<file path="config.mk">
export PLATFORM = sky130hd
export DESIGN_NAME = roulette_wheel_selector
export DESIGN_NICKNAME = d
export VERILOG_FILES = /design/src/rtl/rws_pkg.sv /design/src/rtl/roulette_wheel_selector.sv
export SDC_FILE = /design/constraint.sdc
export NUM_CORES = 2
export LEC_CHECK = 0
export ABC_AREA = 1
export BUFFER_PORTS_ARGS = -buffer_cell sky130_fd_sc_hd__buf_4
export CORE_MARGIN = 4
export CORE_UTILIZATION = 50
export CTS_CLUSTER_SIZE = 25
export DETAILED_ROUTE_END_ITERATION = 10
export HOLD_SLACK_MARGIN = 0.03
export PLACE_DENSITY = 0.65
export SLEW_MARGIN = 20
export SYNTH_ARGS = -nofsm -noshare
export SYNTH_HDL_FRONTEND = slang
export SYNTH_SLANG_ARGS = --single-unit
</file>
<file path="constraint.sdc">
create_clock -name clock -period 9.2 [get_ports clock]
set_input_delay 0.92 -clock clock [delete_from_list [all_inputs] [get_ports clock]]
set_output_delay 0.92 -clock clock [all_outputs]
set_load 0.05 [all_outputs]
</file>
<file path="src/rtl/rws_pkg.sv">
// ----------------------------------------------------------------------------
// Roulette wheel selector package
// Word types, command codes, constants and state encoding.
// ----------------------------------------------------------------------------
`timescale 1ns / 1ps

package rws_pkg;

   localparam logic [1:0]  CMD_LOAD   = 2'd0;
   localparam logic [1:0]  CMD_EVAL   = 2'd1;
   localparam logic [1:0]  CMD_SELECT = 2'd2;

   localparam logic        KIND_EVAL   = 1'b0;
   localparam logic        KIND_SELECT = 1'b1;

   localparam logic [16:0] FRAC_ONE  = 17'h10000;
   localparam logic [6:0]  POP_RESET = 7'd64;

   typedef struct packed {
      logic [1:0]  command;
      logic [5:0]  entry_index;
      logic [15:0] fitness;
      logic [16:0] random_fraction;
   } req_type;

   typedef struct packed {
      logic        result_kind;
      logic [5:0]  selected_index;
      logic [21:0] fitness_sum;
      logic [5:0]  best_index;
      logic [15:0] best_fitness;
      logic        best_found;
   } rsp_type;

   typedef enum logic [2:0] {
      ST_IDLE,
      ST_MUL_LO,
      ST_MUL_HI,
      ST_WALK,
      ST_DONE
   } state_type;

endpackage

</file>
<file path="src/rtl/roulette_wheel_selector.sv">
// ----------------------------------------------------------------------------
// Roulette wheel selector
// Fitness table with evaluate (sum and best entry) and fitness-proportionate
// select, walked one entry per cycle through a shared adder and comparator.
// ----------------------------------------------------------------------------
// channel   ports                          word
// req       req_valid / req_stall          req_data  (req_type)
// rsp       rsp_valid / rsp_stall          rsp_data  (rsp_type)
// csr       csr_wr_en                      csr_wr_data (population size)
//
// Load and unused commands leave the block idle. Evaluate walks all n entries
// and select first forms the threshold product on the shared multiplier, n
// being the population in use; the table walk reads one memory entry per
// cycle. Synchronous reset clears control and the stored sum and sets the
// population to 64. A stalled result holds in the output register; new
// loads are taken meanwhile, a finished walk waits for it.
// ----------------------------------------------------------------------------
`timescale 1ns / 1ps

module roulette_wheel_selector
   import rws_pkg::*;
#(
   parameter int POP_SIZE = 64,
   parameter int FIT_BITS = 16
) (
   input  logic       clock,
   input  logic       reset,
   input  logic       req_valid,
   output logic       req_stall,
   input  req_type    req_data,
   output logic       rsp_valid,
   input  logic       rsp_stall,
   output rsp_type    rsp_data,
   input  logic       csr_wr_en,
   input  logic [6:0] csr_wr_data
);

   localparam int AW = $clog2(POP_SIZE);
   localparam int CW = $clog2(POP_SIZE + 1);
   localparam int SW = FIT_BITS + AW;
   localparam int HW = (SW > 16) ? (SW - 16) : 1;
   localparam int MB = (HW > 16) ? HW : 16;
   localparam int PW = 17 + MB;

   logic [FIT_BITS-1:0] mem [POP_SIZE];

   state_type           state_ff, state_in;
   logic [6:0]          pop_ff;
   logic [CW-1:0]       n_ff, issue_ff, n_start;
   logic                pipe_valid_ff;
   logic [AW-1:0]       pidx_ff;
   logic [FIT_BITS-1:0] rd_data_ff;
   logic                is_sel_ff;
   logic [SW-1:0]       acc_ff, total_ff, thr_ff;
   logic [FIT_BITS-1:0] best_ff;
   logic [AW-1:0]       at_ff;
   logic [16:0]         frac_ff;
   logic [32:0]         prod_lo_ff;
   rsp_type             res_ff, rsp_data_ff;
   logic                rsp_valid_ff, rsp_valid_in;

   logic                accept, out_free, push, walk_on, rd_en;
   logic                walk_done, last, hit, upd;
   logic [SW-1:0]       acc_next;
   logic [FIT_BITS-1:0] best_next;
   logic [AW-1:0]       at_next;
   logic [MB+15:0]      tot_wide;
   logic [MB-1:0]       mul_b;
   logic [PW-1:0]       mul_out;
   logic [FIT_BITS+15:0] fit_ext, best_ext;
   logic [AW+5:0]       idx_ext, pidx_ext, at_ext;
   logic [SW+21:0]      sum_ext;

   assign accept   = req_valid && !req_stall;
   assign out_free = !rsp_valid_ff || !rsp_stall;
   assign rd_en    = walk_on && (issue_ff < n_ff);

   always_comb begin
      if (pop_ff == 7'd0) begin
         n_start = CW'(1);
      end else if (int'(pop_ff) > POP_SIZE) begin
         n_start = CW'(POP_SIZE);
      end else begin
         n_start = CW'(pop_ff);
      end
   end

   // shared multiplier: low half of the sum first, then the high half
   assign tot_wide = (MB + 16)'(total_ff);
   assign mul_b    = (state_ff == ST_MUL_LO) ? MB'(tot_wide[15:0]) : tot_wide[MB+15:16];
   assign mul_out  = PW'(frac_ff) * PW'(mul_b);

   // shared adder and comparators of the walk
   assign acc_next  = acc_ff + SW'(rd_data_ff);
   assign upd       = !is_sel_ff && (rd_data_ff > best_ff);
   assign best_next = upd ? rd_data_ff : best_ff;
   assign at_next   = upd ? pidx_ff : at_ff;
   assign last      = (CW'(pidx_ff) == (n_ff - CW'(1)));
   assign hit       = is_sel_ff && (thr_ff <= acc_next);
   assign walk_done = walk_on && pipe_valid_ff && (last || hit);

   assign fit_ext  = (FIT_BITS + 16)'(req_data.fitness);
   assign idx_ext  = (AW + 6)'(req_data.entry_index);
   assign pidx_ext = (AW + 6)'(pidx_ff);
   assign at_ext   = (AW + 6)'(at_next);
   assign sum_ext  = (SW + 22)'(acc_next);
   assign best_ext = (FIT_BITS + 16)'(best_next);

   always_comb begin
      state_in = state_ff;
      unique case (state_ff)
         ST_IDLE: begin
            if (accept) begin
               unique case (req_data.command)
                  CMD_EVAL:   state_in = ST_WALK;
                  CMD_SELECT: state_in = ST_MUL_LO;
                  default:    state_in = ST_IDLE;
               endcase
            end
         end
         ST_MUL_LO: state_in = ST_MUL_HI;
         ST_MUL_HI: state_in = ST_WALK;
         ST_WALK: begin
            if (walk_done) begin
               state_in = ST_DONE;
            end
         end
         ST_DONE: begin
            if (out_free) begin
               state_in = ST_IDLE;
            end
         end
         default: state_in = ST_IDLE;
      endcase
   end

   always_comb begin
      req_stall = 1'b1;
      push      = 1'b0;
      walk_on   = 1'b0;
      unique case (state_ff)
         ST_IDLE:   req_stall = 1'b0;
         ST_MUL_LO: req_stall = 1'b1;
         ST_MUL_HI: req_stall = 1'b1;
         ST_WALK:   walk_on   = 1'b1;
         ST_DONE:   push      = out_free;
         default:   req_stall = 1'b1;
      endcase
   end

   assign rsp_valid_in = push || (rsp_valid_ff && rsp_stall);

   always_ff @(posedge clock) begin
      if (reset) begin
         state_ff      <= ST_IDLE;
         pop_ff        <= POP_RESET;
         total_ff      <= '0;
         pipe_valid_ff <= 1'b0;
         rsp_valid_ff  <= 1'b0;
      end else begin
         state_ff      <= state_in;
         rsp_valid_ff  <= rsp_valid_in;
         pipe_valid_ff <= rd_en && !walk_done;
         if (csr_wr_en) begin
            pop_ff <= csr_wr_data;
         end
         if (walk_done && !is_sel_ff) begin
            total_ff <= acc_next;
         end
      end
   end

   always_ff @(posedge clock) begin
      if (accept && (req_data.command == CMD_LOAD) && (int'(req_data.entry_index) < POP_SIZE)) begin
         mem[idx_ext[AW-1:0]] <= fit_ext[FIT_BITS-1:0];
      end
      if (rd_en) begin
         rd_data_ff <= mem[issue_ff[AW-1:0]];
      end
   end

   always_ff @(posedge clock) begin
      if (accept) begin
         n_ff      <= n_start;
         is_sel_ff <= (req_data.command == CMD_SELECT);
         frac_ff   <= (req_data.random_fraction > FRAC_ONE) ? FRAC_ONE
                                                            : req_data.random_fraction;
         issue_ff  <= '0;
         acc_ff    <= '0;
         best_ff   <= '0;
         at_ff     <= '0;
      end
      if (state_ff == ST_MUL_LO) begin
         prod_lo_ff <= mul_out[32:0];
      end
      if (state_ff == ST_MUL_HI) begin
         thr_ff <= SW'(mul_out + PW'(prod_lo_ff[32:16]));
      end
      if (rd_en) begin
         issue_ff <= issue_ff + CW'(1);
         pidx_ff  <= issue_ff[AW-1:0];
      end
      if (walk_on && pipe_valid_ff) begin
         acc_ff  <= acc_next;
         best_ff <= best_next;
         at_ff   <= at_next;
      end
      if (walk_done) begin
         res_ff.result_kind    <= is_sel_ff ? KIND_SELECT : KIND_EVAL;
         res_ff.selected_index <= is_sel_ff ? pidx_ext[5:0] : 6'd0;
         res_ff.fitness_sum    <= is_sel_ff ? 22'd0 : sum_ext[21:0];
         res_ff.best_index     <= is_sel_ff ? 6'd0 : at_ext[5:0];
         res_ff.best_fitness   <= is_sel_ff ? 16'd0 : best_ext[15:0];
         res_ff.best_found     <= !is_sel_ff && (best_next != '0);
      end
      if (push) begin
         rsp_data_ff <= res_ff;
      end
   end

   assign rsp_valid = rsp_valid_ff;
   assign rsp_data  = rsp_data_ff;

endmodule

</file>
==> results.sh <==
export IMPL_status="completed"
export IMPL_share_comb_of_total_power=0.154
export IMPL_async_reset_ff_frac=0
export IMPL_globalplace_congestion=0.931
export IMPL_initial_cell_density_of_the_core=0.504
export IMPL_post_synth_mux_area_share=0.0158
export IMPL_uppermost_metal_layer_occupied_by_signal_nets="met5"
export IMPL_flow_area_growth_from_synthesis_pct=10.6
export IMPL_worst_ep_required_time_ns=9.71
export IMPL_grt_max_degree=170
export IMPL_synth_top_area_cell="edfxtp_1"
export IMPL_final_setup_viol_count=0
export IMPL_postCtsResizedCells=0
export IMPL_cts_clk_slew_worst_paths_ns=0.06
export IMPL_drt_vias_per_instance=5.70
export IMPL_p_switching_mw=3.83
export IMPL_rr_startpoint="state_ff[2]$_SDFFE_PP0P_"
export IMPL_globalRouteTotalUtil=0.242
export IMPL_leakagePower_nw=25.6
export IMPL_syn_num_nets=5641
export IMPL_fp_dieArea_um2=130000
export IMPL_clk_latency_ns=0.76
export IMPL_critical_path_max_stage_delay_ns=0.61
export IMPL_detailroute_via_count=40106
export IMPL_cts_inserted_buffers=137
export IMPL_post_route_min_period_ns=7.96
export IMPL_grt_antenna_before_repair=6
export IMPL_synth_simple_area_share=0.115
export IMPL_buffer_ports_inserted=106
export IMPL_critical_path_slowest_stage_cell="o21ai_1"
export IMPL_worst_hold_path_type="in2reg"
export IMPL_count_of_state_elements_after_synthesis=1299
export IMPL_p_clk_frac=0.371
export IMPL_rr_worst_depth=30
export IMPL_cp_end_kind="register"
export IMPL_crit_reg2reg_capture="thr_ff[21]$_DFFE_PN_"
export IMPL_synth_enable_flop_cells=1265
export IMPL_min_delay_start="req_data[16]"
export IMPL_fraction_of_the_mapped_netlist_area_in_adder_cells=0.106
export IMPL_hold_slack_ns=0.349
export IMPL_fillCellCount=10272
export IMPL_post_synth_instance_area_um2=62300
export IMPL_cell_area_reported_after_detailed_placement_um2=64700
export IMPL_ys_seq_area_frac=0.621
export IMPL_min_to="frac_ff[16]$_SDFFCE_PN1P_"
export IMPL_ys_types=54
export IMPL_dr_wl_met3_mm=11.1
export IMPL_ant_nets=0
export IMPL_critical_path_top_delay_family="adder cells"
export IMPL_worst_path_buf_inv=5
export IMPL_syn_avg_cell_area_um2=12.0
export IMPL_seqCellArea_um2=38700
export IMPL_fp_row_count=129
export IMPL_grt_setup_unrepaired="no"
export IMPL_slew_headroom=0.305
export IMPL_grt_pass1_wl_mm=239
export IMPL_postCtsSetupBuffers=0
export IMPL_cts_path_max_buffers=3
export IMPL_post_route_period_util=0.865
export IMPL_r2r_setup_slack_ns=1.24
export IMPL_cts_htree_levels=4
export IMPL_timing_hold_worst_path_depth=1
export IMPL_path_class="reg2reg"
export IMPL_cts_tree="done"
export IMPL_floorplan_die_height_um=361
export IMPL_grt_pass1_vias=38863
export IMPL_boundaryPins=107
export IMPL_worst_path_arrival_ns=8.47
export IMPL_swShare=0.272
export IMPL_cts_hold_buffers_added=0
export IMPL_finalClockSkew_ns=0.0223
export IMPL_synthMostInstantiatedCell="edfxtp_1"
export IMPL_multi_input_area_um2=20600
export IMPL_tns_ns=0
export IMPL_route_detailed_wl_per_inst_um=22.6
export IMPL_remaining_drc_errors=0
export IMPL_detailedRoute_firstPassIterationCount=5
export IMPL_timing_final_max_slew_violations=0
export IMPL_fraction_of_final_layout_cells_with_drive_strength_greater_than_1=0.0805
export IMPL_postSynthCellCount=5189
export IMPL_share_seq_of_total_power=0.476
export IMPL_post_synth_xor_area_fraction=0.0107
export IMPL_fmaxAchievable_mhz=126
export IMPL_slew_at_the_pin_closest_to_its_max_slew_limit_ns=1.04
export IMPL_post_synth_most_frequent_cells="1265 x edfxtp_1, 984 x nor2_1, 575 x nand2_1, 444 x inv_1, 316 x o21ai_0"
export IMPL_global_route_overflow_total=0
export IMPL_max_vdd_ir_drop_mv=0.218
export IMPL_design_final_nets=5741
export IMPL_final_hold_viol_count=0
export IMPL_crit_path_start_kind="register"
export IMPL_detailroute_wirelength_met2_mm=75.7
export IMPL_synth_top_family_by_area="simple AND/OR/NAND/NOR gates"
export IMPL_post_synth_top_area_fraction=0.610
export IMPL_dp_final_hpwl_mm=99.2
export IMPL_finish_instance_area_um2=68900
export IMPL_drt_first_iter_violations=4207
export IMPL_die_width_um=361
export IMPL_power_internal_mw=10.2
export IMPL_wirelength_mm=159
export IMPL_largest_cells_by_area_after_synthesis="edfxtp_1 61%, fa_1 6.8%, nor2_1 5.9%"
export IMPL_cap_viol_max_count=0
export IMPL_ctsRootBufferMaster="clkbuf_16"
export IMPL_synth_main_ff_cell="edfxtp_1"
export IMPL_synth_warning_count=0
export IMPL_path_max_fanout=15
export IMPL_detail_route_wirelength_met1_mm=66.4
export IMPL_clock_sink_count=1299
export IMPL_power_density_nw_per_um2=204
export IMPL_synth_compound_gate_area_share=0.0830
export IMPL_core_region_area_um2=124000
-- worst register-to-register path: cells and delay by family, from the launching register on --
kind,cells,cell delay (ns)
AO/OA/AOI/OAI,4,1.31
XOR/XNOR,1,0.18
buffers and inverters,5,0.59
AND/OR/NAND/NOR,12,1.56
flip-flops,1,0.38
adder cells (fa/ha/maj),8,3.69
-- how the worst max path moves through the flow --
stage / startpoint / endpoint / slack, ns / depth (start not counted)
global placement: state_ff[0]$_SDFFE_PP0P_ / thr_ff[21]$_DFFE_PN_ / 1.40 / 31
floorplan: state_ff[2]$_SDFFE_PP0P_ / thr_ff[21]$_DFFE_PN_ / 2.31 / 35
finish: state_ff[2]$_SDFFE_PP0P_ / thr_ff[21]$_DFFE_PN_ / 1.24 / 30
CTS: state_ff[0]$_SDFFE_PP0P_ / thr_ff[21]$_DFFE_PN_ / 1.28 / 31
detailed placement: state_ff[0]$_SDFFE_PP0P_ / thr_ff[21]$_DFFE_PN_ / 1.31 / 28
global route: state_ff[0]$_SDFFE_PP0P_ / thr_ff[21]$_DFFE_PN_ / 0.66 / 31
-- power groups by stage --
stage	sequential, mW	combinational, mW	clock (mW)
floorplan	6.77	1.47	0
global placement	6.81	2.14	0
detailed placement	6.81	2.16	0
CTS	6.69	2.17	5.30
global route	6.69	2.39	5.58
finish	6.69	2.16	5.21
-- stage by stage --
| step | util | instances | total power [mW] | setup WS (ns) |
|---|---|---|---|---|
| after floorplan | - | 5189 | 8.24 | 2.31 |
| after global placement | 0.523 | 6787 | 8.95 | 1.40 |
| after detailed placement | 0.523 | 6787 | 8.97 | 1.31 |
| after CTS | 0.557 | 7031 | 14.2 | 1.28 |
| after global routing | 0.557 | 7032 | 14.7 | 0.659 |
| final | 0.557 | 7034 | 14.1 | 1.24 |
-- cells in the final DEF (no fill, tap or decap), types with 11 or more instances in the layout --
cell and n:
inv_1 441, edfxtp_1 1265, ha_1 189, dfxtp_1 34
o32ai_1 151, nor2_1 983, nand3b_1 16, o21ai_1 11
buf_4 217, mux2i_1 98, xor2_1 47, a21o_1 11
clkbuf_16 138, xnor2_1 27, nand4_1 14, o211ai_1 45
a21oi_1 146, clkinv_2 20, o21ai_0 314, nand2_1 574
o221ai_1 85, fa_1 210, clkinv_1 34, nand3_1 179
clkbuf_1 36
-- routing by layer --
| metal | track usage | vias to the layer above |
|---|---|---|
| met5 | 0 | - |
| met4 | 0.0890 | 8 |
| met3 | 0.0468 | 283 |
| met2 | 0.390 | 1426 |
| met1 | 0.330 | 19981 |
| li1 | - | 18408 |
-- flip-flops by register name, summed over array words and instances (netlist names), 16 cells and up --
register	cells
rsp_data	52
rd_data_ff	16
best_ff	16
total_ff	22
thr_ff	22
frac_ff	17
mem	1024
acc_ff	22
prod_lo_ff	17
res_ff	52
-- area by class of cell --
cell class              instances  area share
flip-flops and latches       1299       0.561
multi-input cells            3176       0.299
clock buffers                 178      0.0529
well taps                    1637      0.0297
inverters                     456      0.0250
repair buffers                219      0.0242
clock inverters                66     0.00808
diodes                          3    0.000109
-- kinds of logic (layout without fill, tap and decap cells) --
| group | count (synthesis) | in the layout |
|---|---|---|
| and+or+nand+nor | 1800 | 1800 |
| adders and majority gates | 399 | 399 |
| DFF | 1299 | 1299 |
| other | 0 | 3 |
| AOI/OAI and AO/OA | 804 | 804 |
| xor gates and xnor gates | 75 | 75 |
| muxes | 98 | 98 |
| buffers and inverters | 714 | 919 |
No activity file was read; power rests on OpenSTA's default activity.
